## config.mk

```make
export PLATFORM = sky130hd
export DESIGN_NAME = multi_pool_bump_allocator
export DESIGN_NICKNAME = d
export VERILOG_FILES = /design/src/mpba_pkg.sv /design/src/mpba_ram.sv /design/src/multi_pool_bump_allocator.sv
export SDC_FILE = /design/constraint.sdc
export NUM_CORES = 2
export LEC_CHECK = 0
export ABC_AREA = 1
export BUFFER_PORTS_ARGS = -buffer_cell sky130_fd_sc_hd__buf_2
export CORE_AREA = 2 2 452 454
export DETAILED_ROUTE_END_ITERATION = 6
export DIE_AREA = 0 0 454 456
export GPL_TIMING_DRIVEN = 1
export SLEW_MARGIN = 20
export SYNTH_ARGS = -nofsm -noshare
export SYNTH_HDL_FRONTEND = slang
export SYNTH_SLANG_ARGS = --single-unit
export TNS_END_PERCENT = 1
```

## constraint.sdc

```tcl
create_clock -name aclk -period 67.4 [get_ports aclk]
set_clock_uncertainty 0.2 [all_clocks]
set_input_delay 10.11 -clock aclk [delete_from_list [all_inputs] [get_ports aclk]]
set_output_delay 10.11 -clock aclk [all_outputs]
set_load 0.01 [all_outputs]
```

## src/mpba_pkg.sv

```systemverilog
// Shared constants, codes and helpers of the multi-pool bump allocator.
// Used by the RAM-based top level and by its port checker; depends on nothing.
`default_nettype none

package mpba_pkg;

    // Pool layout.
    localparam int POOLS           = 4;
    localparam int MAX_POOL_CHUNKS = 256;
    localparam int MAP_DEPTH       = POOLS * MAX_POOL_CHUNKS;

    // Widths of counts, flat addresses and address sums.
    localparam int CNT_W  = $clog2(MAX_POOL_CHUNKS + 1);
    localparam int ADDR_W = 10;
    localparam int SPAN_W = ADDR_W + 1;
    localparam int POOL_W = (POOLS > 1) ? $clog2(POOLS) : 1;

    // Configuration registers.
    localparam int NUM_CFG    = 4;
    localparam int CFG_W      = 9;
    localparam int CFG_IDX_W  = 2;
    localparam int PADDR_W    = CFG_IDX_W + 2;
    localparam int APB_DATA_W = 32;
    localparam logic [CFG_W-1:0] CFG_RESET = CFG_W'(256);

    // Stream payload layout.
    localparam int S_TDATA_W = 24;
    localparam int M_TDATA_W = 24;
    localparam int STATUS_W  = 2;

    // Operation codes carried on s_tuser.
    localparam logic FUNC_ALLOC = 1'b0;
    localparam logic FUNC_FREE  = 1'b1;

    typedef enum logic [STATUS_W-1:0] {
        STATUS_OK       = 2'd0,
        STATUS_OOM      = 2'd1,
        STATUS_BAD_ADDR = 2'd2
    } status_t;

    // A pool's effective size is its register clamped to the pool maximum.
    function automatic logic [CNT_W-1:0] clamp_size(input logic [CFG_W-1:0] r);
        logic [CNT_W-1:0] s;
        if (int'(r) > MAX_POOL_CHUNKS) begin
            s = CNT_W'(MAX_POOL_CHUNKS);
        end else begin
            s = CNT_W'(r);
        end
        return s;
    endfunction

endpackage

`default_nettype wire

```

## src/mpba_ram.sv

```systemverilog
// Generic single-port RAM with a registered read port.
// Self-contained; used for the chunk free bitmap of the allocator.
`default_nettype none

module mpba_ram #(
    parameter  int WIDTH = 1,
    parameter  int DEPTH = 1024,
    localparam int AW    = (DEPTH > 1) ? $clog2(DEPTH) : 1
) (
    input  wire  logic             clk,
    input  wire  logic             we,
    input  wire  logic [AW-1:0]    addr,
    input  wire  logic [WIDTH-1:0] wdata,
    output logic       [WIDTH-1:0] rdata
);

    logic [WIDTH-1:0] mem_reg [DEPTH];
    logic [WIDTH-1:0] rdata_reg;

    always_ff @(posedge clk) begin
        if (we) begin
            mem_reg[addr] <= wdata;
        end
        rdata_reg <= mem_reg[addr];
    end

    assign rdata = rdata_reg;

endmodule

`default_nettype wire

```

## src/multi_pool_bump_allocator.sv

```systemverilog
// Multi-pool bump allocator. The bitmap RAM port sets the pace: one chunk per cycle in the
// mark walks, a read and a wait per chunk in the tail check. An allocate scans the pools,
// marks the granted chunks and sums the free tails; a free scans, marks, checks the tail
// above the range up to the pointer and sums. The result is loaded once any earlier result
// has left on m_tready, and s_tready rises in the cycle after. Reset is synchronous on
// aresetn: pointers clear, sizes load 256, and s_tready stays low through the bitmap sweep.
`default_nettype none

module multi_pool_bump_allocator (
    input  wire  logic                              aclk,
    input  wire  logic                              aresetn,
    // Request stream.
    input  wire  logic                              s_tvalid,
    output logic                                    s_tready,
    input  wire  logic [mpba_pkg::S_TDATA_W-1:0]    s_tdata,  // chunk_count[8:0], free_address[18:9]
    input  wire  logic                              s_tuser,  // func[0]
    // Result stream.
    output logic                                    m_tvalid,
    input  wire  logic                              m_tready,
    output logic       [mpba_pkg::M_TDATA_W-1:0]    m_tdata,  // alloc_address[9:0], largest_free[18:10]
    output logic       [mpba_pkg::STATUS_W-1:0]     m_tuser,  // status[1:0]
    // Configuration port, APB style.
    input  wire  logic                              psel,
    input  wire  logic                              penable,
    input  wire  logic                              pwrite,
    input  wire  logic [mpba_pkg::PADDR_W-1:0]      paddr,
    input  wire  logic [mpba_pkg::APB_DATA_W-1:0]   pwdata,
    output logic       [mpba_pkg::APB_DATA_W-1:0]   prdata,
    output logic                                    pready
);

    localparam int CNT_W  = mpba_pkg::CNT_W;
    localparam int ADDR_W = mpba_pkg::ADDR_W;
    localparam int SPAN_W = mpba_pkg::SPAN_W;
    localparam int POOL_W = mpba_pkg::POOL_W;
    localparam int CFG_W  = mpba_pkg::CFG_W;
    localparam int PAD_W  = mpba_pkg::M_TDATA_W - ADDR_W - CNT_W;

    // Sequencer states. CLEAR is the bitmap sweep after reset; the SCAN states
    // visit one pool per cycle, the MARK states touch one chunk per cycle, and
    // CHECK/WAIT read the tail above a freed range one bit at a time, CHECK then WAIT.
    typedef enum logic [3:0] {
        ST_CLEAR,
        ST_IDLE,
        ST_ALLOC_SCAN,
        ST_ALLOC_MARK,
        ST_FREE_SCAN,
        ST_FREE_MARK,
        ST_FREE_CHECK,
        ST_FREE_WAIT,
        ST_SUM,
        ST_OUT
    } state_t;

    state_t                       state_reg,    state_next;
    logic [ADDR_W-1:0]            clr_cnt_reg,  clr_cnt_next;
    logic [POOL_W-1:0]            pool_reg,     pool_next;
    logic [SPAN_W-1:0]            base_reg,     base_next;
    logic [SPAN_W-1:0]            walk_reg,     walk_next;
    logic [SPAN_W-1:0]            end_reg,      end_next;
    logic [SPAN_W-1:0]            stop_reg,     stop_next;
    logic [CNT_W-1:0]             first_reg,    first_next;
    logic [CNT_W-1:0]             count_reg,    count_next;
    logic [ADDR_W-1:0]            faddr_reg,    faddr_next;
    mpba_pkg::status_t            status_reg,   status_next;
    logic [ADDR_W-1:0]            aaddr_reg,    aaddr_next;
    logic [CNT_W-1:0]             largest_reg,  largest_next;
    logic [CNT_W-1:0]             nf_reg  [mpba_pkg::POOLS];
    logic [CNT_W-1:0]             nf_next [mpba_pkg::POOLS];
    logic [CFG_W-1:0]             cfg_reg  [mpba_pkg::NUM_CFG];
    logic [CFG_W-1:0]             cfg_next [mpba_pkg::NUM_CFG];
    logic                         m_tvalid_reg, m_tvalid_next;
    logic [mpba_pkg::M_TDATA_W-1:0] m_tdata_reg, m_tdata_next;
    logic [mpba_pkg::STATUS_W-1:0]  m_tuser_reg, m_tuser_next;

    // Bitmap RAM port.
    logic              ram_we;
    logic [ADDR_W-1:0] ram_addr;
    logic              ram_wdata;
    logic              ram_rdata;

    // Shared pool unit: size, pointer and free tail of the pool under the scan
    // index, plus the address sums that the free scan compares against.
    logic [CNT_W-1:0]  cur_size;
    logic [CNT_W-1:0]  cur_nf;
    logic [CNT_W-1:0]  cur_tail;
    logic [CNT_W-1:0]  cur_nf_clip;
    logic [SPAN_W-1:0] pool_end;
    logic [SPAN_W-1:0] faddr_ext;
    logic [SPAN_W-1:0] range_end;
    logic              in_pool;
    logic              last_pool;
    logic              apb_write;
    logic              in_xfer;

    assign apb_write = psel & penable & pwrite & pready;
    assign in_xfer   = s_tvalid & s_tready;
    assign last_pool = (pool_reg == POOL_W'(mpba_pkg::POOLS - 1));

    always_comb begin
        if (int'(pool_reg) < mpba_pkg::NUM_CFG) begin
            cur_size = mpba_pkg::clamp_size(cfg_reg[mpba_pkg::CFG_IDX_W'(pool_reg)]);
        end else begin
            cur_size = '0;
        end
        cur_nf = nf_reg[pool_reg];
        // A pointer past a shrunk pool leaves no free tail.
        if (cur_nf >= cur_size) begin
            cur_tail    = '0;
            cur_nf_clip = cur_size;
        end else begin
            cur_tail    = cur_size - cur_nf;
            cur_nf_clip = cur_nf;
        end
        pool_end  = base_reg + SPAN_W'(cur_size);
        faddr_ext = SPAN_W'(faddr_reg);
        range_end = faddr_ext + SPAN_W'(count_reg);
        in_pool   = (faddr_ext >= base_reg) && (range_end <= pool_end);
    end

    // The bitmap is written during the clearing sweep and the mark walks, and
    // read one chunk at a time while checking the tail above a freed range.
    always_comb begin
        ram_we    = 1'b0;
        ram_addr  = walk_reg[ADDR_W-1:0];
        ram_wdata = 1'b0;
        case (state_reg)
            ST_CLEAR: begin
                ram_we    = 1'b1;
                ram_addr  = clr_cnt_reg;
                ram_wdata = 1'b1;
            end
            ST_ALLOC_MARK: begin
                ram_we    = (walk_reg != end_reg);
                ram_wdata = 1'b0;
            end
            ST_FREE_MARK: begin
                ram_we    = (walk_reg != end_reg);
                ram_wdata = 1'b1;
            end
            default: begin
                ram_we = 1'b0;
            end
        endcase
    end

    mpba_ram #(
        .WIDTH (1),
        .DEPTH (mpba_pkg::MAP_DEPTH)
    ) u_map (
        .clk   (aclk),
        .we    (ram_we),
        .addr  (ram_addr),
        .wdata (ram_wdata),
        .rdata (ram_rdata)
    );

    always_comb begin
        state_next    = state_reg;
        clr_cnt_next  = clr_cnt_reg;
        pool_next     = pool_reg;
        base_next     = base_reg;
        walk_next     = walk_reg;
        end_next      = end_reg;
        stop_next     = stop_reg;
        first_next    = first_reg;
        count_next    = count_reg;
        faddr_next    = faddr_reg;
        status_next   = status_reg;
        aaddr_next    = aaddr_reg;
        largest_next  = largest_reg;
        nf_next       = nf_reg;
        cfg_next      = cfg_reg;
        m_tvalid_next = m_tvalid_reg;
        m_tdata_next  = m_tdata_reg;
        m_tuser_next  = m_tuser_reg;

        // Register writes are taken in every state, including the sweep.
        if (apb_write) begin
            cfg_next[paddr[mpba_pkg::PADDR_W-1:2]] = pwdata[CFG_W-1:0];
        end

        // A result that is taken frees the output register.
        if (m_tvalid_reg && m_tready) begin
            m_tvalid_next = 1'b0;
        end

        case (state_reg)
            ST_CLEAR: begin
                clr_cnt_next = clr_cnt_reg + 1'b1;
                if (clr_cnt_reg == ADDR_W'(mpba_pkg::MAP_DEPTH - 1)) begin
                    state_next = ST_IDLE;
                end
            end

            ST_IDLE: begin
                if (in_xfer) begin
                    count_next  = s_tdata[CNT_W-1:0];
                    faddr_next  = s_tdata[CNT_W +: ADDR_W];
                    pool_next   = '0;
                    base_next   = '0;
                    status_next = mpba_pkg::STATUS_OK;
                    aaddr_next  = '0;
                    if (s_tuser == mpba_pkg::FUNC_FREE) begin
                        state_next = ST_FREE_SCAN;
                    end else begin
                        state_next = ST_ALLOC_SCAN;
                    end
                end
            end

            ST_ALLOC_SCAN: begin
                if (cur_tail >= count_reg) begin
                    // First pool with room wins; the pointer bumps right away.
                    walk_next         = base_reg + SPAN_W'(cur_nf);
                    end_next          = base_reg + SPAN_W'(cur_nf) + SPAN_W'(count_reg);
                    aaddr_next        = ADDR_W'(base_reg + SPAN_W'(cur_nf));
                    nf_next[pool_reg] = cur_nf + count_reg;
                    state_next        = ST_ALLOC_MARK;
                end else begin
                    base_next = pool_end;
                    if (last_pool) begin
                        status_next  = mpba_pkg::STATUS_OOM;
                        pool_next    = '0;
                        largest_next = '0;
                        state_next   = ST_SUM;
                    end else begin
                        pool_next = pool_reg + 1'b1;
                    end
                end
            end

            ST_ALLOC_MARK: begin
                if (walk_reg == end_reg) begin
                    pool_next    = '0;
                    largest_next = '0;
                    state_next   = ST_SUM;
                end else begin
                    walk_next = walk_reg + 1'b1;
                end
            end

            ST_FREE_SCAN: begin
                if (in_pool) begin
                    first_next = CNT_W'(faddr_ext - base_reg);
                    walk_next  = faddr_ext;
                    end_next   = range_end;
                    // The tail check never runs past the pool's end.
                    stop_next  = base_reg + SPAN_W'(cur_nf_clip);
                    state_next = ST_FREE_MARK;
                end else begin
                    base_next = pool_end;
                    if (last_pool) begin
                        status_next  = mpba_pkg::STATUS_BAD_ADDR;
                        pool_next    = '0;
                        largest_next = '0;
                        state_next   = ST_SUM;
                    end else begin
                        pool_next = pool_reg + 1'b1;
                    end
                end
            end

            ST_FREE_MARK: begin
                if (walk_reg == end_reg) begin
                    state_next = ST_FREE_CHECK;
                end else begin
                    walk_next = walk_reg + 1'b1;
                end
            end

            ST_FREE_CHECK: begin
                if (walk_reg >= stop_reg) begin
                    // Everything up to the pointer is free: pull it back to the
                    // range start, which may also raise it.
                    nf_next[pool_reg] = first_reg;
                    pool_next         = '0;
                    largest_next      = '0;
                    state_next        = ST_SUM;
                end else begin
                    state_next = ST_FREE_WAIT;
                end
            end

            ST_FREE_WAIT: begin
                if (!ram_rdata) begin
                    pool_next    = '0;
                    largest_next = '0;
                    state_next   = ST_SUM;
                end else begin
                    walk_next  = walk_reg + 1'b1;
                    state_next = ST_FREE_CHECK;
                end
            end

            ST_SUM: begin
                if (cur_tail > largest_reg) begin
                    largest_next = cur_tail;
                end
                if (last_pool) begin
                    state_next = ST_OUT;
                end else begin
                    pool_next = pool_reg + 1'b1;
                end
            end

            ST_OUT: begin
                if (!m_tvalid_reg || m_tready) begin
                    m_tvalid_next = 1'b1;
                    m_tdata_next  = {PAD_W'(0), largest_reg, aaddr_reg};
                    m_tuser_next  = status_reg;
                    state_next    = ST_IDLE;
                end
            end

            default: begin
                state_next = ST_IDLE;
            end
        endcase
    end

    always_ff @(posedge aclk) begin
        if (!aresetn) begin
            state_reg    <= ST_CLEAR;
            clr_cnt_reg  <= '0;
            m_tvalid_reg <= 1'b0;
            for (int i = 0; i < mpba_pkg::POOLS; i++) begin
                nf_reg[i] <= '0;
            end
            for (int i = 0; i < mpba_pkg::NUM_CFG; i++) begin
                cfg_reg[i] <= mpba_pkg::CFG_RESET;
            end
        end else begin
            state_reg    <= state_next;
            clr_cnt_reg  <= clr_cnt_next;
            m_tvalid_reg <= m_tvalid_next;
            nf_reg       <= nf_next;
            cfg_reg      <= cfg_next;
            pool_reg     <= pool_next;
            base_reg     <= base_next;
            walk_reg     <= walk_next;
            end_reg      <= end_next;
            stop_reg     <= stop_next;
            first_reg    <= first_next;
            count_reg    <= count_next;
            faddr_reg    <= faddr_next;
            status_reg   <= status_next;
            aaddr_reg    <= aaddr_next;
            largest_reg  <= largest_next;
            m_tdata_reg  <= m_tdata_next;
            m_tuser_reg  <= m_tuser_next;
        end
    end

    // The operation is decoded at accept time, so only the idle state takes a transfer.
    assign s_tready = (state_reg == ST_IDLE);
    assign m_tvalid = m_tvalid_reg;
    assign m_tdata  = m_tdata_reg;
    assign m_tuser  = m_tuser_reg;
    assign pready   = 1'b1;
    assign prdata   = {(mpba_pkg::APB_DATA_W - CFG_W)'(0), cfg_reg[paddr[mpba_pkg::PADDR_W-1:2]]};

endmodule

`default_nettype wire

```

==> flow_metrics.env <==
export IMPL_ys_warn_count=0
export IMPL_tightest_slew_ns=1.20
export IMPL_routedWlPerCell_um=18.4
export IMPL_antenna_found_initial=5
export IMPL_vias=46351
export IMPL_grt_overflow_total=0
export IMPL_place_hpwl_um=93900
export IMPL_largest_reg_flops=1024
export IMPL_n_fill_cell=20651
export IMPL_holdBufCountCts=0
export IMPL_fin_util_pct=33.4
export IMPL_rows=165
export IMPL_fin_crit_sh_pct=32.2
export IMPL_path_class="primary input to output pin"
export IMPL_required_ns=57.09
export IMPL_nets=6996
export IMPL_crit_top_cell="buf_2"
export IMPL_setup_viol=0
export IMPL_cts_root_buf="clkbuf_16"
export IMPL_route_detailed_drc=0
export IMPL_pwr_share_seq_pct=49.2
export IMPL_ff2ff_setup_slack_ns=58.85
export IMPL_outcome="completed"
export IMPL_fmax_mhz=46.1
export IMPL_clk_latency_ns=0.80
export IMPL_drive_above_1_share_pct=6.19
export IMPL_dr_pass1_iters=6
export IMPL_min_path_type="flop to flop"
export IMPL_cp_arrival_ns=11.39
export IMPL_port_buffers=69
export IMPL_cp_start_kind="primary input"
export IMPL_area_delta_synth_final_pct=11.6
export IMPL_synth_seq_cells=1228
export IMPL_ant_nets=0
export IMPL_postCtsResizedCells=0
export IMPL_yosysTopAreaCellShare_pct=56.6
export IMPL_num_io_pins=129
export IMPL_vias_per_cell=4.84
export IMPL_tritoncts="yes"
export IMPL_core_area_mm2=0.202
export IMPL_grt_pass1_vias=43313
export IMPL_grt_setup_unrepaired="false"
export IMPL_cts_path_max_buffers=3
export IMPL_slew_headroom_pct=19.9
export IMPL_p_comb_share_pct=5.9
export IMPL_path_max_fanout=10
export IMPL_die_h_um=456
export IMPL_cellLeakagePower_nw=25.3
export IMPL_swShare_pct=23.5
export IMPL_fin_setup_tns_ns=0
export IMPL_grt_usage_pct=16.7
export IMPL_synth_edff_count=1140
export IMPL_power_density_mw_per_mm2=24.7
export IMPL_syn_avg_cell_area_um2=8.74
export IMPL_drt_total_wl_um=177000
export IMPL_post_cts_buffers=0
export IMPL_synth_seq_area_share_pct=59.5
export IMPL_synthesis_instances=6917
export IMPL_met1_length_um=73600
export IMPL_yosysUniqueCellTypes=55
export IMPL_synth_most_common_cell="nand2_1"
export IMPL_htree_levels=4
export IMPL_p_sw_w=0.000392
export IMPL_yosysTopAreaCell="edfxtp_1"
export IMPL_grt_max_degree=283
export IMPL_synth_common_cells="nand2_1, nor2_1, edfxtp_1"
export IMPL_async_flop_share_pct=0
export IMPL_place_worst_setup_slack_ns=45.64
export IMPL_critPathCaptureType="output pin"
export IMPL_power_frac_clock_pct=44.8
export IMPL_initial_core_util_pct=30.0
export IMPL_cap_viol_max_count=0
export IMPL_die_area_mm2=0.207
export IMPL_slew_viol_final=0
export IMPL_grt_pass1_wl_um=265000
export IMPL_wl_met2_um=84600
export IMPL_crit_slowest_cell="nor2_1"
export IMPL_p_int_w=0.00128
export IMPL_routabilityCongestion=0.891
export IMPL_irDropWorstVdd_mv=0.0209
export IMPL_path_cells="buf_2 -> nor2_1 -> a22oi_1 -> o211ai_1 -> buf_2"
export IMPL_hold_viol_final=0
export IMPL_clk_pin_slew_worst_paths_ns=0.06
export IMPL_critPathMaxStageDelay_ns=0.58
export IMPL_fp_dieW_um=454
export IMPL_synth_top_cells_by_area="edfxtp_1, nand2_1, nor2_1"
export IMPL_cts_sinks=1228
export IMPL_dr_wl_met3_um=12500
export IMPL_syn_area_mm2=0.0604
export IMPL_synthFlopType="edfxtp_1"
export IMPL_top_layer_used="met4"
export IMPL_drt_initial_drc_count=4590
export IMPL_numCtsBuffers=135
export IMPL_finalCriticalPeriod_ns=21.70
export IMPL_postLayoutSetupSlackWorst_ns=45.70
-- final cells by class --
| type | count | area, um^2 | area share, % |
|---|---|---|---|
| Antenna cell | 3 | 7.51 | 0.0111 |
| Clock buffer | 178 | 3610 | 5.36 |
| Sequential cell | 1228 | 36000 | 53.4 |
| Inverter | 300 | 1130 | 1.68 |
| Multi-Input combinational cell | 4989 | 21600 | 32.0 |
| Timing Repair Buffer | 148 | 992 | 1.47 |
| Clock inverter | 66 | 792 | 1.17 |
| Tap cell | 2672 | 3340 | 4.96 |
-- power by group through the flow --
stage,combinational (W),clock (W),sequential (W)
2_1_floorplan,0.0000691,0,0.000837
3_3_place_gp,0.0000983,0,0.000838
3_5_place_dp,0.0000985,0,0.000838
4_1_cts,0.0000989,0.000761,0.000821
5_1_grt,0.000111,0.000790,0.000821
6_report,0.0000992,0.000749,0.000821
-- per-layer routing --
layer,GRT usage [%],up-vias
met5,0,-
met4,6.26,0
met3,2.46,346
met2,28.0,1670
met1,21.7,22357
li1,-,21978
-- logic make-up (layout without fill, tap and decap cells) --
logic type / count (synthesis) / in the layout / share of synthesized area, %
fa+ha+maj: 126 / 126 / 2.71
flops: 1228 / 1228 / 59.5
compound gates: 419 / 419 / 3.86
mux: 2 / 2 / 0.0331
xor+xnor: 61 / 61 / 0.884
other cells: 2 / 32 / 0.0124
buf+inv: 727 / 692 / 5.22
simple gates: 4352 / 4352 / 27.7
-- worst max-delay path, delay by kind of cell --
kind | cells | cell delay, ns
AO/OA/AOI/OAI | 2 | 0.36
buffers and inverters | 2 | 0.33
AND/OR/NAND/NOR | 1 | 0.58
-- path summary, 6_finish.rpt --
kind / depth (start not counted) / start / endpoint
worst min register to register: 0 / aaddr_reg[9] / m_tdata[9]
worst min-delay path: 0 / aaddr_reg[9] / m_tdata[9]
worst max-delay path: 5 / paddr[3] / prdata[2]
worst max register to register: 32 / pool_reg[1] / nf_reg[33]
-- metrics by stage --
stage | std cells | power (W) | hold WS (ns) | area (um^2)
finish | 9584 | 0.00167 | 0.218 | 67500
global route | 9582 | 0.00172 | 0.232 | 67400
CTS | 9581 | 0.00168 | 0.221 | 67400
detailed placement | 9337 | 0.000936 | 0.207 | 63000
global placement | 9337 | 0.000936 | 0.206 | 63000
floorplan | 6944 | 0.000907 | 0.200 | 60600
-- cell usage in the layout (no fill, tap or decap), drive strengths merged, types with 2 or more instances in the layout --
master	instances
conb	29
o2111ai	4
a32oi	9
o21bai	6
xnor2	11
diode	3
a22oi	14
fa	8
o221ai	3
clkinvlp	3
nor2	1392
clkinv	49
buf	148
a211oi	5
a21o	7
dfxtp	88
o22ai	6
nand4	9
nor4	10
inv	301
clkbuf	178
nor3b	2
or2	7
o31ai	2
o211ai	9
o21ai	174
nand3	151
ha	118
nand2	2747
bufinv	13
mux2i	2
xor2	50
a41oi	2
edfxtp	1140
a21oi	165
nor3	32
a31oi	6
o311ai	2
Note: power is estimated with default switching activity, not from simulation.
